`src/hw/rtl/mhic_pkg.sv`:
```
// Shared types, widths and register indexes for the magnetometer hard-iron calibration unit.
`timescale 1ns / 1ps
`default_nettype none

package mhic_pkg;

	// Field widths fixed by the interface.
	localparam int RAW_W    = 16;
	localparam int GAIN_W   = 16;
	localparam int MAG_W    = 16;
	localparam int TIME_W   = 32;
	localparam int CFG_IDX_W  = 2;
	localparam int CFG_DATA_W = 32;
	localparam int MAX_AXES = 3;

	// Signed product of a raw reading and a zero-extended gain.
	localparam int PROD_W = RAW_W + GAIN_W + 1;

	// Defaults for the parameters and the configuration registers.
	localparam int AXES_DEFAULT      = 3;
	localparam int GAIN_FRAC_DEFAULT = 12;
	localparam logic [GAIN_W-1:0] GAIN_RESET   = 16'd4096;
	localparam logic [TIME_W-1:0] WINDOW_RESET = 32'd30000000;

	// Saturation limits of a magnetometer value.
	localparam logic signed [MAG_W-1:0] MAG_MAX = 16'sh7fff;
	localparam logic signed [MAG_W-1:0] MAG_MIN = 16'sh8000;

	// Configuration register indexes.
	typedef logic [CFG_IDX_W-1:0] cfg_index_t;
	localparam cfg_index_t CFG_GAIN_X = 2'd0;
	localparam cfg_index_t CFG_GAIN_Y = 2'd1;
	localparam cfg_index_t CFG_GAIN_Z = 2'd2;
	localparam cfg_index_t CFG_WINDOW = 2'd3;

	// Per-word decision from the window controller, shared by every axis lane.
	typedef struct packed {
		logic pass;      // calibrating: scaled value goes out without the offset
		logic first;     // first word of a window: min and max are loaded
		logic update;    // inside the window: min, max and offset follow this word
		logic cal_after; // calibration still running after this word
		logic led_after; // LED state after this word
	} ctl_t;

endpackage

`default_nettype wire

```
`src/hw/rtl/mhic_window_ctrl.sv`:
```
// Calibration window controller: mode flag, window start, LED and per-word decision.
`timescale 1ns / 1ps
`default_nettype none

module mhic_window_ctrl (
	input  wire logic                          clk,
	input  wire logic                          arst_n,
	input  wire logic                          load_s1,
	input  wire logic                          commit,
	input  wire logic [mhic_pkg::TIME_W-1:0]   sample_time,
	input  wire logic                          begin_calibration,
	input  wire logic [mhic_pkg::TIME_W-1:0]   cal_window,
	output mhic_pkg::ctl_t                     ctl
);
	import mhic_pkg::*;

	logic [TIME_W-1:0] time_s1;
	logic              begin_s1;
	logic              cal_q, start_valid_q, led_q;
	logic [TIME_W-1:0] window_start_q;
	logic              cal_now;
	logic [TIME_W-1:0] start_now;
	logic [TIME_W-1:0] elapsed;
	logic              in_window;

	// Stage one copies of the timing fields.
	always_ff @(posedge clk) begin
		if (load_s1) begin
			time_s1  <= sample_time;
			begin_s1 <= begin_calibration;
		end
	end

	// Decision for the word in stage two.
	always_comb begin
		cal_now   = cal_q || begin_s1;
		start_now = start_valid_q ? window_start_q : time_s1;
		elapsed   = time_s1 - start_now;
		in_window = elapsed < cal_window;

		ctl.pass      = cal_now;
		ctl.first     = !start_valid_q;
		ctl.update    = cal_now && in_window;
		ctl.cal_after = cal_now && in_window;
		if (!cal_now) begin
			ctl.led_after = led_q;
		end else if (in_window) begin
			ctl.led_after = !led_q;
		end else begin
			ctl.led_after = 1'b0;
		end
	end

	// Mode, window start and LED state.
	always_ff @(posedge clk or negedge arst_n) begin
		if (!arst_n) begin
			cal_q          <= 1'b0;
			start_valid_q  <= 1'b0;
			led_q          <= 1'b0;
			window_start_q <= '0;
		end else if (commit && cal_now) begin
			cal_q          <= in_window;
			start_valid_q  <= in_window;
			led_q          <= ctl.led_after;
			window_start_q <= start_now;
		end
	end

endmodule

`default_nettype wire

```
`config.mk`:
```
export PLATFORM = sky130hd
export DESIGN_NAME = mhic_window_ctrl
export DESIGN_NICKNAME = d
export VERILOG_FILES = /design/src/hw/rtl/mhic_pkg.sv /design/src/hw/rtl/mhic_window_ctrl.sv
export SDC_FILE = /design/constraint.sdc
export NUM_CORES = 1
export LEC_CHECK = 0
export BUFFER_PORTS_ARGS = -buffer_cell sky130_fd_sc_hd__buf_2
export CELL_PAD_IN_SITES_DETAIL_PLACEMENT = 0
export CELL_PAD_IN_SITES_GLOBAL_PLACEMENT = 1
export CORE_ASPECT_RATIO = 1.5
export CORE_UTILIZATION = 44
export CTS_CLUSTER_SIZE = 28
export DETAILED_ROUTE_END_ITERATION = 8
export GPL_TIMING_DRIVEN = 0
export HOLD_SLACK_MARGIN = 0.02
export PLACE_DENSITY_LB_ADDON = 0.1
export SYNTH_ARGS = -nofsm -noshare
export SYNTH_HDL_FRONTEND = slang
export SYNTH_SLANG_ARGS = --single-unit
```
`constraint.sdc`:
```
create_clock -name clk -period 6.8 [get_ports clk]
set_input_delay 1.36 -clock clk [delete_from_list [all_inputs] [get_ports clk]]
set_output_delay 1.36 -clock clk [all_outputs]
set_load 0.01 [all_outputs]
```
==> metrics.txt, run 1 <==
Synth-to-Final Area Change=17.0%; GP Congestion=approximately 0.87; Initial Util=0.457; clk_lat worst skew=approximately 0.33 ns; Pleak=roughly 0.0027 uW; DRC Markers=0; final slew viol count=0; CP required=between 5 and 6 ns; pwr dens=roughly 520 nW/um^2; fmax=roughly 150 MHz; worst-path fanout max=10; fill count=~1,100; clock tree from TritonCTS=built; initial antenna violation count=0; Least-Margin Pin Slew=approximately 0.85 ns; crit-path cells=o21ai_0 > ha_1 > inv_1 > fa_1 > a21o_1 > a221o_1 > a31oi_4 > a31o_4 > o21ai_1 > a21bo_2 > xor2_1 > ha_1 > nand4_1 > nor4_4 > o31ai_2 > o311ai_1 > nor2_1 > mux2_2 > buf_2; Die Ht=131 um; Critical path buffers and inverters=2; Detailed Place HPWL=9.47 mm; global-route wire length before repair=19.3 mm; Root Buffer=clkbuf_16; Worst setup SP type=register; Rows=46; commonest non-fill, non-tap cell in the layout=buf_2; Via-to-Cell Ratio=5.40; IO Port Bufs=73; Fin. Hold Viols=0; ratio of final minimum period to clock period=0.979; Mapped Nets=between 600 and 700; TritonCTS Buffers=9; Mean Syn Cell Area=between 9 and 10 sq um; sequential-to-total area share from yosys stat=0.377; most frequent cells in the layout=buf_2, nand2_1, ha_1; Worst setup endpoint=ctl[0]; critical path arrival=between 5 and 6 ns; share of cells above drive strength 1=0.171; gate count of the mapped netlist=516; Layout Skew=approximately 0.008 ns; postcts setup bufs=0; Layout Cells excl Fill=around 750; r2r worst-path depth=18; Synth Flop Type=dfrtp_1; max cap viols=0; Critical Path Slowest Stage Cell=dfrtp_2; H-tree Lvls=3; core region area=around 11,000 sq um; vias in the first global route=between 4,000 and 5,000; r2r setup slk=2.03 ns; critical path type=register to primary output; FF+latch count, synth=between 60 and 70; synth unique cells=45; Inst Count DP=roughly 730; All-Layer GR Usage=0.220; Ports=between 70 and 80; Mapped Area=around 4900 sq um; clock-pin transition on the worst setup and hold timing paths=roughly 0.06 ns; Post-DRT Antenna Nets=0; crit end category=primary output; cell family with most CP delay=compound AO/OA/AOI/OAI gates; Inserted Diodes=0; total power=2990 uW; Max stage delay on crit path=around 0.49 ns; post-layout min period=approximately 6.7 ns; async set or reset register ratio after synthesis=0.507; CP Depth=19; Finish-stage setup viols=0; DRT iter0 DRCs=146; status=complete, no violations; Post-CTS Hold Buffers=0; most used cell, CP=ha_1; final wirelength=roughly 12 mm; reg2reg end=led_q; Die X=roughly 88 um; Reg-to-Reg Start=cal_q; grt total ovfl=0; routed vias=just over 4,000; Max clock buf depth=2; largest net degree at the start of global routing=35; warnings from Yosys=0; Final nets=about 730; Hold Path Class=register to register; Routed WL per cell=about 16 um; Relative slew margins=0.433; maximum vdd drop=roughly 0.21 mV; final core occ=0.535; Die ar.=between 10,000 and 15,000 sq um; Post-synth EDFFs=33; Critical Path Start=cal_q; Pre-antenna DRT Iters=4; Sinks on Clock Net=67
Yosys cell counts, types with 3 or more instances:
master,number,area (sq um)
a211oi_1,6,45.0
a21o_1,17,128
a21oi_1,45,225
a221o_1,3,30.0
a31oi_1,7,43.8
and3_1,4,25.0
clkbuf_1,12,45.0
dfrtp_1,34,851
edfxtp_1,33,991
ha_1,63,788
inv_1,38,143
mux2_2,3,33.8
mux2i_1,30,300
nand2_1,64,240
nand3_1,10,50.1
nand4_1,10,62.6
nor2_1,23,86.3
nor3_1,5,25.0
o21ai_0,51,255
xnor2_1,18,158
xor2_1,13,114
flip-flops by register name, indices dropped and copies added (netlist names):
name / flops
led_q: 1
begin_s1: 1
cal_q: 1
time_s1: 32
window_start_q: 32
cell families after synthesis:
kind of cell / after synthesis / share of synthesized area
AOI/OAI and AO/OA: 147 / 0.185
and+or+nand+nor: 121 / 0.107
DFF: 67 / 0.377
adders and majority gates: 64 / 0.165
buffers and inverters: 53 / 0.0422
muxes: 33 / 0.0683
xor gates and xnor gates: 31 / 0.0555
stage by stage:
step                      worst slack [ns]  setup TNS [ns]  cell area (sq um)  hold slack [ns]
after floorplan                      0.896               0               4890            0.450
after global placement              -0.639           -1.51               5440            0.462
after detailed placement            -0.720           -1.76               5440            0.474
after CTS                           0.0183               0               5720            0.486
after global routing               -0.0155         -0.0155               5720            0.514
final                                0.140               0               5720            0.483
layout make-up:
class,instances,area (sq um),share of cell area
multi-input combinational,396,2860,0.500
sequential,67,1840,0.322
timing repair buffer,73,365,0.0638
clock buffer,12,236,0.0413
tap,144,180,0.0315
inverter,38,143,0.0249
buffer,14,66.3,0.0116
clock inverter,4,27.5,0.00481
power by group:
group	internal [uW]	switching [uW]
Combinational	819	1120
Sequential	549	77.0
Clock	247	177
per-layer routing:
metal | part of all wire | global-route usage | up-vias | wire (um)
met1 | 0.42 | 0.254 | 1895 | 5050
met4 | 0.022 | 0.0806 | 0 | 261
met3 | 0.034 | 0.0377 | 16 | 410
met5 | 0 | 0 | - | 0
met2 | 0.53 | 0.398 | 89 | 6350
li1 | - | - | 2041 | -
tightest hold or removal path: stages, from the launching register on:
cell	delay (ns)
dfrtp_1	0.34
nand2_1	0.04
o21ai_0	0.06
worst min path at each step:
stage / from / endpoint / slack (ns) / cells after the start
after floorplan: window_start_q[10] / window_start_q[10] / 0.45 / 2
after global placement: window_start_q[16] / window_start_q[16] / 0.46 / 2
after detailed placement: window_start_q[10] / window_start_q[10] / 0.47 / 2
after CTS: window_start_q[10] / window_start_q[10] / 0.49 / 2
after global routing: window_start_q[28] / window_start_q[28] / 0.51 / 2
final: window_start_q[24] / window_start_q[24] / 0.48 / 2
timing repair:
| action | 4_1_cts | 5_1_grt |
|---|---|---|
| setup endpoints to repair | 3 | 2 |
| pin swaps | 0 | 1 |
| gates resized for setup | 8 | 3 |
| hold endpoints to repair | 0 | 0 |
No activity file was read; power rests on OpenSTA's default activity.
==> inputs of run 2 (changes only) <==
Settings changed: ABC_AREA set to 1.
Clock period 6.8 ns to 7.65 ns, I/O delays scaled along.
==> metrics.txt, run 2 <==
Reg-to-Reg Start=cal_q; Final nets=891; most frequent cell after synthesis=nand2_1; largest net degree at the start of global routing=35; ratio of final minimum period to clock period=0.839; clk_lat worst skew=approximately 0.34 ns; Mapped Nets=between 800 and 900; Rows=between 40 and 50; r2r setup slk=roughly 3.2 ns; H-tree Lvls=3; Critical Path Start=cal_q; commonest non-fill, non-tap cell in the layout=nand2_1; Relative slew margins=0.443; Finish-stage setup viols=0; Worst setup SP type=register; dominant cell type by area after synthesis=edfxtp_1; clock tree from TritonCTS=built; Least-Margin Pin Slew=between 0.8 and 0.9 ns; Max clock buf depth=2; global-route wire length before repair=roughly 22 mm; Mean Syn Cell Area=between 7 and 8 sq um; synth unique cells=36; Fin. Hold Viols=0; Post-synth top cells=nand2_1, inv_1, ha_1; Die X=between 90 and 100 um; GP Congestion=between 0.8 and 0.9; postcts setup bufs=0; gate count of the mapped netlist=a little under 700; vias in the first global route=4,548; status=complete, no violations; met3 global-route usage=0.0315; core region area=12,000 sq um; Worst setup endpoint=ctl[2]; final instance area=between 6000 and 7000 sq um; grt total ovfl=0; Via-to-Cell Ratio=slightly above 5; crit end category=primary output; IO Port Bufs=73; Layout Skew=0.00723 ns; Detailed Place HPWL=roughly 12 mm; routed vias=about 4,700; Synth-to-Final Area Change=16.3%; DRC Markers=0; critical path arrival=4.89 ns; sequential-to-total area share from yosys stat=0.344; Ports=74; largest registers=time_s1: 32 flops, window_start_q: 32 flops; pwr dens=about 440 nW/um^2; Inserted Diodes=0; max cap viols=0; clock-pin transition on the worst setup and hold timing paths=about 0.060 ns; Routed WL per cell=15.5 um; Die Ht=between 100 and 150 um; Mapped Area=5360 sq um; async set or reset register ratio after synthesis=0.507; GRT met2 Usage=0.464; share of cells above drive strength 1=0.157; most frequent cells in the layout=nand2_1, inv_1, buf_2; initial antenna violation count=0; Hold Path Class=register to register; Initial Util=0.448; reg2reg end=led_q; top post-synthesis cells by area=edfxtp_1, dfrtp_1, ha_1, nand2_1, inv_1; fmax=between 150 and 200 MHz; worst-path fanout max=10; Die ar.=12,600 sq um; Post-CTS Hold Buffers=0; CP required=a little over 6 ns; TritonCTS Buffers=9; Root Buffer=clkbuf_16; Pre-antenna DRT Iters=5; maximum vdd drop=around 0.22 mV; final wirelength=~14 mm; critical path type=register to primary output; All-Layer GR Usage=0.230; share of the synthesized area in the top cell type=0.185; final slew viol count=0; Post-DRT Antenna Nets=0; Synth Flop Type=dfrtp_1; Pleak=approximately 0.0031 uW; placed cell areas=approximately 5900 sq um; DRT iter0 DRCs=about 170; r2r worst-path depth=20; Resized cells post-CTS=0; Post-synth EDFFs=33; global route hottest layer=met2; setup TNS=0 ns; warnings from Yosys=0; FF+latch count, synth=between 60 and 70; routing usage on met1=0.231; RSZ-0062 raised after global routing=false; Sinks on Clock Net=67; post-layout min period=~6.4 ns
-- run 2: cell count changes after synthesis, moves of 7 or more --
cell      before  now
nand2_1       64  166
a21o_1        17    3
inv_1         38   82
xnor2_1       18    1
nand2_2        0   10
nand3_1       10   22
nor2_1        23   39
clkbuf_1      12    5
xor2_1        13   20
-- run 2: worst min path at each step --
stage	from	to	cells past startpoint
final	window_start_q[27]	window_start_q[27]	2
after global routing	window_start_q[0]	window_start_q[0]	2
after CTS	window_start_q[0]	window_start_q[0]	2
after detailed placement	window_start_q[0]	window_start_q[0]	2
after global placement	window_start_q[0]	window_start_q[0]	2
after floorplan	window_start_q[0]	window_start_q[0]	2
-- run 2: cells by family after synthesis --
kind of cell / after synthesis / share of synthesized area
compound gates: 126 / 0.129
fa+ha+maj: 64 / 0.151
flops: 67 / 0.344
buf+inv: 95 / 0.0691
xor+xnor: 21 / 0.0343
mux: 30 / 0.0560
simple gates: 271 / 0.218
-- run 2: layer usage --
metal / routed length (um) / share of wire
met2: 8000 / 0.56
met4: 497 / 0.035
met5: 0 / 0
met3: 386 / 0.027
met1: 5330 / 0.38
-- run 2: critical path, stage by stage, from the launching register on --
cell and delay [ns]:
dfrtp_1 0.31, buf_2 0.19, buf_2 0.37, mux2i_1 0.55, ha_1 0.36, nand3_1 0.09
nand2_1 0.11, a21oi_1 0.34, o21ai_2 0.17, nand3_1 0.13, nand2_1 0.06, nand2_1 0.06
nand2_1 0.09, ha_1 0.30, a21oi_1 0.18, nor2_1 0.06, nor3_1 0.14, nand2_1 0.10
a21oi_1 0.49, nand2_1 0.11, nor2_1 0.13, buf_4 0.12, buf_2 0.11
-- run 2: area by class of cell --
type                       count  area [sq um]
tap                          153           191
fill                        1206          5720
buffer                        12          58.8
timing repair buffer          73           365
inverter                      83           312
clock inverter                 6          88.8
sequential                    67          1840
clock buffer                  10           229
multi-input combinational    512          3150
-- run 2: stage by stage --
stage	std cells	total power, uW	hold WS [ns]	util	setup WS, ns
final	916	2770	0.486	0.522	1.23
after global routing	916	3030	0.510	0.522	0.877
after CTS	916	2790	0.490	0.522	1.20
after detailed placement	900	2340	0.472	0.495	1.56
after global placement	900	2290	0.458	0.495	1.60
after floorplan	674	1840	0.442	-	2.65
-- run 2: power breakdown --
part           total [uW]  internal [uW]  switching (uW)
registers             531            480            51.6
logic                1790            660            1130
clock network         446            286             160
total                2770           1430            1350
