## src/hw/rtl/mhic_pkg.sv

```systemverilog
// Shared types, widths and register indexes for the magnetometer hard-iron calibration unit.
`timescale 1ns / 1ps
`default_nettype none

package mhic_pkg;

	// Field widths fixed by the interface.
	localparam int RAW_W    = 16;
	localparam int GAIN_W   = 16;
	localparam int MAG_W    = 16;
	localparam int TIME_W   = 32;
	localparam int CFG_IDX_W  = 2;
	localparam int CFG_DATA_W = 32;
	localparam int MAX_AXES = 3;

	// Signed product of a raw reading and a zero-extended gain.
	localparam int PROD_W = RAW_W + GAIN_W + 1;

	// Defaults for the parameters and the configuration registers.
	localparam int AXES_DEFAULT      = 3;
	localparam int GAIN_FRAC_DEFAULT = 12;
	localparam logic [GAIN_W-1:0] GAIN_RESET   = 16'd4096;
	localparam logic [TIME_W-1:0] WINDOW_RESET = 32'd30000000;

	// Saturation limits of a magnetometer value.
	localparam logic signed [MAG_W-1:0] MAG_MAX = 16'sh7fff;
	localparam logic signed [MAG_W-1:0] MAG_MIN = 16'sh8000;

	// Configuration register indexes.
	typedef logic [CFG_IDX_W-1:0] cfg_index_t;
	localparam cfg_index_t CFG_GAIN_X = 2'd0;
	localparam cfg_index_t CFG_GAIN_Y = 2'd1;
	localparam cfg_index_t CFG_GAIN_Z = 2'd2;
	localparam cfg_index_t CFG_WINDOW = 2'd3;

	// Per-word decision from the window controller, shared by every axis lane.
	typedef struct packed {
		logic pass;      // calibrating: scaled value goes out without the offset
		logic first;     // first word of a window: min and max are loaded
		logic update;    // inside the window: min, max and offset follow this word
		logic cal_after; // calibration still running after this word
		logic led_after; // LED state after this word
	} ctl_t;

endpackage

`default_nettype wire

```

## src/hw/rtl/mhic_lane.sv

```systemverilog
// One axis lane: gain multiply, saturation, offset removal and min/max tracking.
`timescale 1ns / 1ps
`default_nettype none

module mhic_lane #(
	parameter int GAIN_FRAC_BITS = mhic_pkg::GAIN_FRAC_DEFAULT
) (
	input  wire logic                             clk,
	input  wire logic                             arst_n,
	input  wire logic                             load_s1,
	input  wire logic                             commit,
	input  wire logic signed [mhic_pkg::RAW_W-1:0]  raw,
	input  wire logic [mhic_pkg::GAIN_W-1:0]        gain,
	input  wire mhic_pkg::ctl_t                     ctl,
	output logic signed [mhic_pkg::MAG_W-1:0]       mag
);
	import mhic_pkg::*;

	logic signed [PROD_W-1:0] product_s1;
	logic signed [PROD_W-1:0] shifted;
	logic [PROD_W-MAG_W:0]    top_bits;
	logic signed [MAG_W-1:0]  scaled;
	logic signed [MAG_W:0]    diff;
	logic signed [MAG_W-1:0]  min_q, max_q, offset_q;
	logic signed [MAG_W-1:0]  min_next, max_next;
	logic signed [MAG_W:0]    mid_sum;

	// Stage one: signed reading times unsigned gain.
	always_ff @(posedge clk) begin
		if (load_s1) begin
			product_s1 <= PROD_W'(raw) * $signed({1'b0, gain});
		end
	end

	// Floor shift by the fraction bits, then saturate to the value width.
	always_comb begin
		shifted  = product_s1 >>> GAIN_FRAC_BITS;
		top_bits = shifted[PROD_W-1:MAG_W-1];
		if (&top_bits || ~|top_bits) begin
			scaled = shifted[MAG_W-1:0];
		end else if (shifted[PROD_W-1]) begin
			scaled = MAG_MIN;
		end else begin
			scaled = MAG_MAX;
		end
	end

	// Output value: pass-through while calibrating, else offset removed with saturation.
	always_comb begin
		diff = {scaled[MAG_W-1], scaled} - {offset_q[MAG_W-1], offset_q};
		if (ctl.pass) begin
			mag = scaled;
		end else if (diff[MAG_W] != diff[MAG_W-1]) begin
			mag = diff[MAG_W] ? MAG_MIN : MAG_MAX;
		end else begin
			mag = diff[MAG_W-1:0];
		end
	end

	// Extremes after this word; the first word of a window loads both.
	always_comb begin
		if (ctl.first || scaled < min_q) begin
			min_next = scaled;
		end else begin
			min_next = min_q;
		end
		if (ctl.first || scaled > max_q) begin
			max_next = scaled;
		end else begin
			max_next = max_q;
		end
		mid_sum = {min_next[MAG_W-1], min_next} + {max_next[MAG_W-1], max_next};
	end

	// Hard-iron state: extremes and their floored midpoint.
	always_ff @(posedge clk or negedge arst_n) begin
		if (!arst_n) begin
			min_q    <= '0;
			max_q    <= '0;
			offset_q <= '0;
		end else if (commit && ctl.update) begin
			min_q    <= min_next;
			max_q    <= max_next;
			offset_q <= mid_sum[MAG_W:1];
		end
	end

endmodule

`default_nettype wire

```

## config.mk

```make
export PLATFORM = sky130hd
export DESIGN_NAME = mhic_lane
export DESIGN_NICKNAME = d
export VERILOG_FILES = /design/src/hw/rtl/mhic_pkg.sv /design/src/hw/rtl/mhic_lane.sv
export SDC_FILE = /design/constraint.sdc
export NUM_CORES = 1
export LEC_CHECK = 0
export BUFFER_PORTS_ARGS = -buffer_cell sky130_fd_sc_hd__buf_2
export CELL_PAD_IN_SITES_DETAIL_PLACEMENT = 0
export CELL_PAD_IN_SITES_GLOBAL_PLACEMENT = 2
export CORE_AREA = 3 3 202 204
export CTS_CLUSTER_DIAMETER = 40
export CTS_CLUSTER_SIZE = 16
export DETAILED_ROUTE_END_ITERATION = 8
export DIE_AREA = 0 0 205 207
export GPL_ROUTABILITY_DRIVEN = 0
export HOLD_SLACK_MARGIN = 0.05
export PLACE_DENSITY_LB_ADDON = 0.3
export SLEW_MARGIN = 20
export SYNTH_ARGS = -nofsm -noshare
export SYNTH_HDL_FRONTEND = slang
export SYNTH_SLANG_ARGS = --single-unit
```

## constraint.sdc

```tcl
create_clock -name clk -period 6.3 [get_ports clk]
set_clock_uncertainty 0.15 [all_clocks]
set_input_delay 0.945 -clock clk [delete_from_list [all_inputs] [get_ports clk]]
set_output_delay 0.945 -clock clk [all_outputs]
set_load 0.1 [all_outputs]
```

==> summary.md, run 1 <==
## Die
* **Ports** 57
* **total number of placement rows** 73
* **DIE AREA** 42400 um^2
* **initial cell density of the core** 34.6%
* **overall die width** 205 um
* **Core Footprint** 39500 um^2
* **height of the chip** 207 um

## STA
* **Max-slew headroom** 51.2%
* **post-route minimum period** 6.42 ns
* **max-slew violation total from the final report** 0
* **Final Cycle Share** 102%
* **unrepaired setup endpoints after global routing** yes
* **Final Hold Fails** 0
* **total of endpoints with negative setup slack in the final report** 8
* **worst setup slack after layout** -0.124 ns
* **total negative setup slack** -0.549 ns
* **Final Hold Slack** 0.326 ns
* **transition time of the tightest slew-check pin** 0.726 ns
* **maximum frequency from static timing analysis** 0.156 GHz

## Routing
* **average wire per cell in the routed design** 14.7 um
* **violation count after the first detailed-route iteration** 431
* **total number of vias** 10.6k
* **final routed DRC violation total** 0
* **number of iterations in the first detailed-routing pass** 5
* **detailed-route vias per instance** 4.69
* **Routed Wire Length** 33300 um
* **count of antenna-violating nets left after detailed routing** 0

## Critical path
* **CP max FO** 5
* **number of buffers and inverters on the critical path** 5
* **crit-path most repeated cell** fa_1
* **worst setup path category** in -> reg
* **required time at the worst-slack endpoint** 6.31 ns
* **cell type group with the largest total delay on the critical path** adder cells
* **element type at the critical path start** input pin
* **highest-delay cell along the critical path** fa_1
* **arrival time of the worst setup path** 6.43 ns
* **category of the worst setup path capture point** register
* **maximum cell stage delay along the critical path** 0.54 ns
* **critical-path cell list** buf_12 -> and2_4 -> fa_1 -> inv_1 -> fa_1 -> fa_1 -> inv_2 -> fa_1 -> fa_1 -> inv_1 -> fa_1 -> inv_2 -> ha_4 -> a21o_1 -> a21oi_2 -> nor2b_1 -> o21a_1 -> o21ai_2 -> a31oi_2 -> o21a_1 -> o31a_1 -> or4_1 -> o311ai_2

## Layout
* **area grow syn2layout** 20.2%
* **Inserted Diodes** 0
* **commonest cells after routing, fill and taps aside** inv_1 (304), nand2_1 (195), fa_1 (187), ha_1 (173), buf_4 (143)
* **commonest non-fill, non-tap cell in the layout** inv_1
* **Post-layout nets** 2148
* **non-filler cells in the finished layout** 2261
* **fraction of final layout cells sized beyond drive strength 1** 17.0%

## Synthesis
* **syn nets** 2004
* **mean post-synth cell area** 8.59 um^2
* **number of flops mapped to enable cells by yosys** 21
* **cell area after technology mapping** 13600 um^2
* **post-synthesis async set-or-reset flop share** 69.6%
* **total number of yosys warnings** 0
* **primary flip-flop cell chosen by synthesis mapping** dfrtp_1
* **portion of the post-synthesis area used by sequential elements** 13.4%
* **synthesized instance count** 1587
* **count of different cell masters after synthesis** 62
* **register bit total from synthesis** 69

## Clock network
* **Clock Sink Count** 69
* **Clock Tree Root** clkbuf_16
* **Clock Tree Buf Depth** 2
* **CTS tree** yes
* **clock-pin slew on the worst setup and hold paths** 0.06 ns
* **number of hold buffers added after cts** 0
* **Clk Latency, worst-skew pair** 0.33 ns
* **H-tree depth** 3
* **number of buffers added by the clock tree synthesis step** 9

## Worst hold path
* **Tightest Hold Check Type** reg -> reg

## Global route
* **maximum number of pins on one net before global-route repair** 62
* **GRT Overall Usage** 16.2%
* **via count of the first global-routing pass** 11.1k
* **aggregate global routing overflow** 0
* **global-route wire length before repair** 56200 um
* **number of antenna violations at the first check in global routing** 0

## Outcome
* **violations in the final reports** negative setup slack
* **outcome** finished, violations left

## Placement
* **post-detail-place hpwl** 28300 um
* **instance count after placement with tap cells included** 2232
* **count of buffers inserted at the top-level ports** 54

## Job
* **number of max-cap violations** 0

## worst register-to-register path: stages, from the launching register on
cell       delay [ns]
edfxtp_1         0.40
nor3_2           0.25
nand2_1          0.08
o22ai_1          0.14
buf_4            0.23
a21o_1           0.20
ha_1             0.27
a2111oi_0        0.43
o21ai_0          0.15
o21ai_0          0.17
o211ai_1         0.25
a31oi_4          0.30
nor2_1           0.06
a21oi_1          0.18
ha_1             0.30
nor2b_1          0.16
o21ai_0          0.20
a21boi_0         0.15
o21ai_0          0.21
a21oi_1          0.14
o21ai_0          0.32
a21oi_1          0.18
o311ai_0         0.50
a21boi_1         0.17
o31ai_1          0.22
## cells in the mapped netlist (all sizes together) (5+ instances only)
cell    number  area [um^2]
inv        314         1180
nand2      197          739
fa         195         3900
ha         181         2260
and2       117          732
nor2        81          304
o21ai       66          334
a21oi       63          319
clkbuf      51          191
dfrtp       48         1200
a21o        24          180
nand3       23          115
edfxtp      21          631
xnor2       21          184
nor3        17         85.1
o21a        17          128
a22oi       15          113
a211oi      12          100
nand4       11         68.8
xor2        11         96.3
nand2b      10         62.6
o31ai       10         88.8
or3          9         61.3
buf          6         23.8
nor2b        6         37.5
and3         5         31.3
## final timing paths
path	from	end	slack, ns	depth (start not counted)
worst max-delay path	gain[8]	product_s1[22]$_DFFE_PP_	-0.12	23
worst min-delay path	offset_q[7]$_DFFE_PN0P_	offset_q[7]$_DFFE_PN0P_	0.33	2
worst max register to register	product_s1[27]$_DFFE_PP_	offset_q[15]$_DFFE_PN0P_	0.41	24
worst min register to register	offset_q[7]$_DFFE_PN0P_	offset_q[7]$_DFFE_PN0P_	0.33	2
max in group asynchronous	arst_n	min_q[13]$_DFFE_PN0P_	4.98	2
min in group asynchronous	arst_n	offset_q[5]$_DFFE_PN0P_	0.56	2
## state kept, by name, indices dropped and copies added, names as in the netlist
signal	count
max_q	16
min_q	16
product_s1	21
offset_q	16
## per-stage QoR
| stage | cell area [um^2] | utilization [%] | setup WS, ns |
|---|---|---|---|
| CTS | 16100 | 40.8 | -0.0985 |
| finish | 16400 | 41.6 | -0.124 |
| floorplan | 13800 | - | -0.323 |
| detailed placement | 15400 | 39.0 | -0.687 |
| global route | 16400 | 41.6 | -0.306 |
| global placement | 15400 | 39.0 | -0.680 |
## cell families (layout without fill, tap and decap cells)
kind of cell | Yosys count | after routing | share of synthesized area (%)
simple gates | 489 | 489 | 17.1
fa+ha+maj | 376 | 376 | 45.2
buf+inv | 371 | 520 | 10.2
compound gates | 244 | 244 | 11.5
flops | 69 | 69 | 13.4
xor+xnor | 32 | 32 | 2.06
mux | 6 | 6 | 0.477
## cell type report
type | count | area, um^2
multi-input combinational | 1147 | 10800
sequential | 69 | 1830
clock inverter | 7 | 146
inverter | 314 | 1180
fill | 4030 | 23100
clock buffer | 9 | 225
timing repair buffer | 190 | 1600
tap | 525 | 657
## what timing repair did
item,CTS,global route
resized for setup,89,54
cloned,0,2
pin swaps,44,33
buffers inserted,6,5
setup endpoints to repair,27,32
## per-layer routing
layer,up-vias,GRT usage [%],part of all wire (%)
li1,5331,-,-
met4,0,2.29,0.65
met5,-,0,0
met3,15,1.51,2.7
met1,5110,22.6,49
met2,138,27.8,48
Power of run 1 is left out: the tool's default activity adds up to more than one toggle a clock period on the data nets, which glitch-free logic cannot reach.
==> inputs of run 2 (changes only) <==
- CORE_AREA: 3 3 202 204 -> 3 3 189 191
- DIE_AREA: 0 0 205 207 -> 0 0 192 194
- SLEW_MARGIN: 20 -> not set
==> run 2 against run 1 <==
The run still ends with negative setup slack left. Setup slack about the same. Hold slack about the same. Non-clock buffer count increased by 1. Sequential share of layout area increased by 0.050 points. Count of clock-buffer cells in the layout unchanged. Routed wire length decreased by 0.90%.
==> summary.md, run 2 (same netlist as run 1, synthesis figures left out) <==
## STA
* **Final Hold Fails** 0, unchanged
* **Final Cycle Share** 102%, about the same
* **maximum frequency from static timing analysis** 0.156 GHz, about the same
* **unrepaired setup endpoints after global routing** yes, unchanged
* **Final Hold Slack** 0.326 ns, about the same
* **total of endpoints with negative setup slack in the final report** 5, was 8
* **Max-slew headroom** 45.8%, was 51.2%
* **max-slew violation total from the final report** 0, unchanged
* **transition time of the tightest slew-check pin** 0.807 ns, was 0.726 ns
* **post-route minimum period** 6.42 ns, about the same
* **worst setup slack after layout** -0.124 ns, about the same

## Job
* **number of max-cap violations** 0, unchanged

## Critical path
* **r2r startpoint** product_s1[31]$_DFFE_PP_, was product_s1[27]$_DFFE_PP_
* **category of the worst setup path capture point** register, unchanged
* **worst setup path category** in -> reg, unchanged
* **setup slack of the most critical reg-to-reg path** 0.62 ns, was 0.41 ns
* **reg2reg path depth** 25, was 24
* **CP max FO** 5, unchanged
* **element type at the critical path start** input pin, unchanged
* **beginning of the critical path** raw[4], was gain[8]
* **required time at the worst-slack endpoint** 6.24 ns, was 6.31 ns
* **arrival time of the worst setup path** 6.36 ns, was 6.43 ns

## Worst hold path
* **Hold Startpoint** offset_q[3]$_DFFE_PN0P_, was offset_q[7]$_DFFE_PN0P_
* **Tightest Hold Check Type** reg -> reg, unchanged
* **hold path depth** 2, unchanged

## Die
* **total number of placement rows** 68, was 73
* **overall die width** 192 um, was 205 um
* **height of the chip** 194 um, was 207 um
* **Ports** 57, unchanged
* **Core Footprint** 34300 um^2, was 39500 um^2
* **initial cell density of the core** 39.8%, was 34.6%
* **DIE AREA** 37200 um^2, was 42400 um^2

## Routing
* **final routed DRC violation total** 0, unchanged
* **total number of vias** 10.7k, was 10.6k
* **violation count after the first detailed-route iteration** 397, was 431
* **count of antenna-violating nets left after detailed routing** 0, unchanged
* **number of iterations in the first detailed-routing pass** 4, was 5
* **average wire per cell in the routed design** 15.0 um, was 14.7 um
* **detailed-route vias per instance** 4.87, was 4.69
* **Routed Wire Length** 33000 um, was 33300 um

## Clock network
* **Clk Latency, worst-skew pair** 0.34 ns, was 0.33 ns
* **Clock Tree Buf Depth** 2, unchanged
* **number of hold buffers added after cts** 0, unchanged
* **Clock Sink Count** 69, unchanged
* **CTS tree** yes, unchanged
* **H-tree depth** 3, unchanged
* **clock-pin slew on the worst setup and hold paths** 0.06 ns, about the same
* **number of buffers added by the clock tree synthesis step** 9, unchanged
* **Clock Tree Root** clkbuf_16, unchanged

## Global route
* **GRT Overall Usage** 18.1%, was 16.2%
* **global-route wire length before repair** 54900 um, was 56200 um
* **number of antenna violations at the first check in global routing** 0, unchanged
* **maximum number of pins on one net before global-route repair** 62, unchanged
* **aggregate global routing overflow** 0, unchanged
* **via count of the first global-routing pass** 11.2k, was 11.1k

## Layout
* **final design utilization** 47.6%, was 41.6%
* **number of flip-flops in the largest register** 21, unchanged
* **commonest non-fill, non-tap cell in the layout** inv_1, unchanged
* **area grow syn2layout** 19.7%, was 20.2%
* **commonest cells after routing, fill and taps aside** inv_1 (302), nand2_1 (193), fa_1 (184), ha_1 (172), buf_4 (137), was inv_1 (304), nand2_1 (195), fa_1 (187), ha_1 (173), buf_4 (143)
* **Post-layout nets** 2149, was 2148
* **Inserted Diodes** 0, unchanged
* **Reg with most FFs** product_s1, unchanged
* **fraction of final layout cells sized beyond drive strength 1** 17.8%, was 17.0%

## Outcome
* **outcome** finished, violations left, unchanged
* **violations in the final reports** negative setup slack, unchanged

## Placement
* **post-detail-place hpwl** 27900 um, was 28300 um
* **count of buffers inserted at the top-level ports** 54, unchanged

-- run 2: cell types whose count changed in the layout (fill, tap and decap cells not counted), sizes merged --
cell,before,now
inv,315,316
clkinvlp,0,2
clkinv,2,1
buf,187,188
bufinv,4,2
-- run 2: final cells by class --
| class | instances | area, um^2 |
|---|---|---|
| clock inverter | 7 | 97.6 |
| inverter | 314 | 1180 |
| timing repair buffer | 191 | 1610 |
| multi-input combinational | 1147 | 10800 |
| tap | 455 | 569 |
| fill | 3345 | 18000 |
| clock buffer | 9 | 225 |
| sequential | 69 | 1830 |
-- run 2: what timing repair did --
action,CTS,global route
gates cloned,0,2
buffers inserted,6,2
pin swaps,39,29
endpoints found under the setup margin,27,32
gates resized for setup,83,90
-- run 2: stage by stage --
step           setup TNS, ns  cells  cell area [um^2]  setup WS, ns
6_report              -0.422   2192             16300        -0.124
5_1_grt                -2.23   2192             16300        -0.342
4_1_cts               -0.353   2188             15900        -0.105
3_5_place_dp           -7.90   2166             15300        -0.703
3_3_place_gp           -7.19   2166             15300        -0.635
2_1_floorplan          -1.53   1587             13800        -0.323
-- run 2: final timing paths --
check	to
min in group asynchronous	offset_q[3]$_DFFE_PN0P_
worst max-delay path	product_s1[32]$_DFFE_PP_
worst max register to register	offset_q[11]$_DFFE_PN0P_
max in group asynchronous	offset_q[10]$_DFFE_PN0P_
worst min-delay path	offset_q[3]$_DFFE_PN0P_
worst min register to register	offset_q[3]$_DFFE_PN0P_
-- run 2: per-layer routing --
| layer | track usage [%] | routed length [um] | share of wire, % |
|---|---|---|---|
| met1 | 25.0 | 15700 | 47 |
| met2 | 31.8 | 16200 | 49 |
| met3 | 1.10 | 732 | 2.2 |
| met4 | 3.08 | 440 | 1.3 |
| met5 | 0 | 0 | 0 |
-- run 2: worst max-delay path: stages --
cell	delay (ns)
buf_12	0.11
buf_6	0.12
and2_4	0.13
fa_1	0.56
fa_1	0.47
ha_2	0.21
fa_1	0.52
inv_2	0.04
fa_1	0.49
inv_2	0.04
fa_1	0.49
ha_4	0.29
nand3_2	0.06
o21a_1	0.20
or4_4	0.59
a211oi_4	0.36
o21ai_4	0.12
a211oi_4	0.34
o211a_1	0.22
nor3_2	0.04
Power of run 2 is left out for the same reason.
==> inputs of run 3 (changes only) <==
- PLACE_DENSITY_LB_ADDON: 0.3 -> 0.1
- SETUP_SLACK_MARGIN: not set -> 0.4
==> run 3 against run 2 <==
Count of clock-buffer cells in the layout increased by 2. Sequential share of layout area decreased by 0.37 points. Critical path depth increased by 3. The run still ends with negative setup slack left. Global-route usage increased by 1.3 points. Critical path type unchanged. Fmax increased by 0.19%. Final cell count increased by 1.1%. Routed wire length increased by 6.3%. Setup slack improved by 0.012 ns. Die area unchanged.
==> summary.md, run 3 (same netlist as run 1, synthesis figures left out) <==
## Layout
* **commonest non-fill, non-tap cell in the layout** inv_1, unchanged
* **Layout Cell Area excl Fill** 16900 um^2, was 16300 um^2
* **number of flip-flops in the largest register** 21, unchanged
* **commonest cells after routing, fill and taps aside** inv_1 (303), nand2_1 (193), fa_1 (186), ha_1 (173), buf_4 (148), was inv_1 (302), nand2_1 (193), fa_1 (184), ha_1 (172), buf_4 (137)
* **fraction of final layout cells sized beyond drive strength 1** 20.2%, was 17.8%
* **area grow syn2layout** 23.8%, was 19.7%
* **Reg with most FFs** product_s1, unchanged
* **Inserted Diodes** 0, unchanged
* **Post-layout nets** 2173, was 2149

## Die
* **Ports** 57, unchanged
* **DIE AREA** 37200 um^2, unchanged
* **total number of placement rows** 68, unchanged
* **overall die width** 192 um, unchanged
* **height of the chip** 194 um, unchanged
* **Core Footprint** 34300 um^2, unchanged
* **initial cell density of the core** 39.8%, unchanged

## Global route
* **global-route wire length before repair** 58200 um, was 54900 um
* **via count of the first global-routing pass** 11.4k, was 11.2k
* **aggregate global routing overflow** 0, unchanged
* **number of antenna violations at the first check in global routing** 0, unchanged
* **maximum number of pins on one net before global-route repair** 62, unchanged
* **GRT Overall Usage** 19.4%, was 18.1%

## Placement
* **post-detail-place hpwl** 29300 um, was 27900 um
* **count of buffers inserted at the top-level ports** 54, unchanged
* **placed instance area** 15600 um^2, was 15300 um^2

## Routing
* **wire length on met3** 898 um, was 732 um
* **DR WL met2** 17300 um, was 16200 um
* **detailed-route vias per instance** 4.87, about the same
* **count of antenna-violating nets left after detailed routing** 0, unchanged
* **number of iterations in the first detailed-routing pass** 4, unchanged
* **violation count after the first detailed-route iteration** 347, was 397
* **top routing layer in use** met4, unchanged
* **average wire per cell in the routed design** 15.8 um, was 15.0 um
* **DRT met1 WL** 16400 um, was 15700 um
* **final routed DRC violation total** 0, unchanged
* **total number of vias** 10.8k, was 10.7k
* **Routed Wire Length** 35100 um, was 33000 um

## Critical path
* **crit-path most repeated cell** fa_1, unchanged
* **highest-delay cell along the critical path** fa_1, was or4_4
* **CP max FO** 5, unchanged
* **category of the worst setup path capture point** register, unchanged
* **element type at the critical path start** input pin, unchanged
* **number of buffers and inverters on the critical path** 5, was 4
* **required time at the worst-slack endpoint** 6.31 ns, was 6.24 ns
* **critical-path cell list** buf_12 -> and2_4 -> fa_1 -> inv_2 -> fa_2 -> fa_1 -> inv_1 -> fa_1 -> fa_1 -> inv_1 -> fa_1 -> inv_2 -> ha_4 -> a21o_1 -> a21oi_2 -> nor2b_1 -> o21a_1 -> o21ai_2 -> a31oi_4 -> o21a_1 -> o31a_1 -> or4_1 -> o311ai_1, was buf_12 -> buf_6 -> and2_4 -> fa_1 -> fa_1 -> ha_2 -> fa_1 -> inv_2 -> fa_1 -> inv_2 -> fa_1 -> ha_4 -> nand3_2 -> o21a_1 -> or4_4 -> a211oi_4 -> o21ai_4 -> a211oi_4 -> o211a_1 -> nor3_2
* **cell type group with the largest total delay on the critical path** adder cells, unchanged
* **maximum cell stage delay along the critical path** 0.55 ns, was 0.59 ns
* **arrival time of the worst setup path** 6.43 ns, was 6.36 ns
* **worst setup path category** in -> reg, unchanged

## STA
* **maximum frequency from static timing analysis** 0.156 GHz, about the same
* **Max-slew headroom** 51.0%, was 45.8%
* **max-slew violation total from the final report** 0, unchanged
* **total of endpoints with negative setup slack in the final report** 10, was 5
* **worst setup slack after layout** -0.112 ns, was -0.124 ns
* **unrepaired setup endpoints after global routing** yes, unchanged
* **transition time of the tightest slew-check pin** 0.727 ns, was 0.807 ns
* **post-route minimum period** 6.41 ns, was 6.42 ns
* **Final Cycle Share** 102%, about the same
* **Final Hold Fails** 0, unchanged

## Outcome
* **violations in the final reports** negative setup slack, unchanged
* **outcome** finished, violations left, unchanged

## Clock network
* **Clock Sink Count** 69, unchanged
* **number of buffers added by the clock tree synthesis step** 9, unchanged
* **H-tree depth** 3, unchanged
* **clock-pin slew on the worst setup and hold paths** 0.06 ns, about the same
* **Clock Tree Buf Depth** 2, unchanged
* **CTS tree** yes, unchanged
* **Clk Latency, worst-skew pair** 0.35 ns, was 0.34 ns
* **Clock Tree Root** clkbuf_16, unchanged

## Worst hold path
* **Tightest Hold Check Type** reg -> reg, unchanged

## Job
* **number of max-cap violations** 0, unchanged

## run 3: cell count changes in the layout (fill, tap and decap cells not counted), moves of 6 or more
cell and change:
buf_4 +11, buf_6 -8, and2_1 +6, a22oi_1 -12, a22oi_2 +12, and2_4 -6
buf_12 +14
## run 3: repair_timing
| item | 4_1_cts | 5_1_grt |
|---|---|---|
| setup buffers | 18 | 16 |
| gates resized for setup | 94 | 70 |
| hold buffers | 0 | 0 |
| endpoints found under the setup margin | 35 | 40 |
| pin swaps | 47 | 29 |
| gates cloned | 1 | 2 |
## run 3: worst min-delay path: cells and delay by family (launching register included)
kind	cells	cell delay, ns
flops	1	0.34
simple gates	1	0.05
compound gates	1	0.05
## run 3: final cells by class
class / count / area, um^2
clock buffer: 11 / 243
multi-input combinational: 1148 / 11000
tap: 455 / 569
clock inverter: 5 / 50.0
inverter: 314 / 1180
fill: 3386 / 17400
timing repair buffer: 214 / 2000
sequential: 69 / 1830
## run 3: final timing paths
check	from	end	cells after the start	slack, ns
max in group asynchronous	arst_n	min_q[13]$_DFFE_PN0P_	2	4.97
hold reg to reg	offset_q[9]$_DFFE_PN0P_	offset_q[9]$_DFFE_PN0P_	2	0.33
setup / recovery	raw[4]	product_s1[22]$_DFFE_PP_	23	-0.11
setup reg to reg	product_s1[27]$_DFFE_PP_	offset_q[11]$_DFFE_PN0P_	25	0.80
min in group asynchronous	arst_n	offset_q[2]$_DFFE_PN0P_	2	0.57
hold / removal	offset_q[9]$_DFFE_PN0P_	offset_q[9]$_DFFE_PN0P_	2	0.33
## run 3: layer usage
layer  GRT usage, %  vias up
met2           34.0      140
met1           26.5     5248
li1               -     5382
met3           1.48       28
met5              0        -
met4           3.78        0
## run 3: per-stage QoR
step | setup slack (ns) | cells | TNS [ns] | utilization [%] | hold slack (ns)
after floorplan | -0.313 | 1587 | -1.60 | - | 0.293
after global placement | -0.699 | 2163 | -8.13 | 45.6 | 0.310
after detailed placement | -0.770 | 2163 | -8.95 | 45.6 | 0.311
after CTS | -0.156 | 2198 | -0.628 | 47.9 | 0.329
after global routing | -0.352 | 2216 | -3.34 | 49.2 | 0.343
final | -0.112 | 2216 | -0.524 | 49.2 | 0.327
Power of run 3 is left out for the same reason.
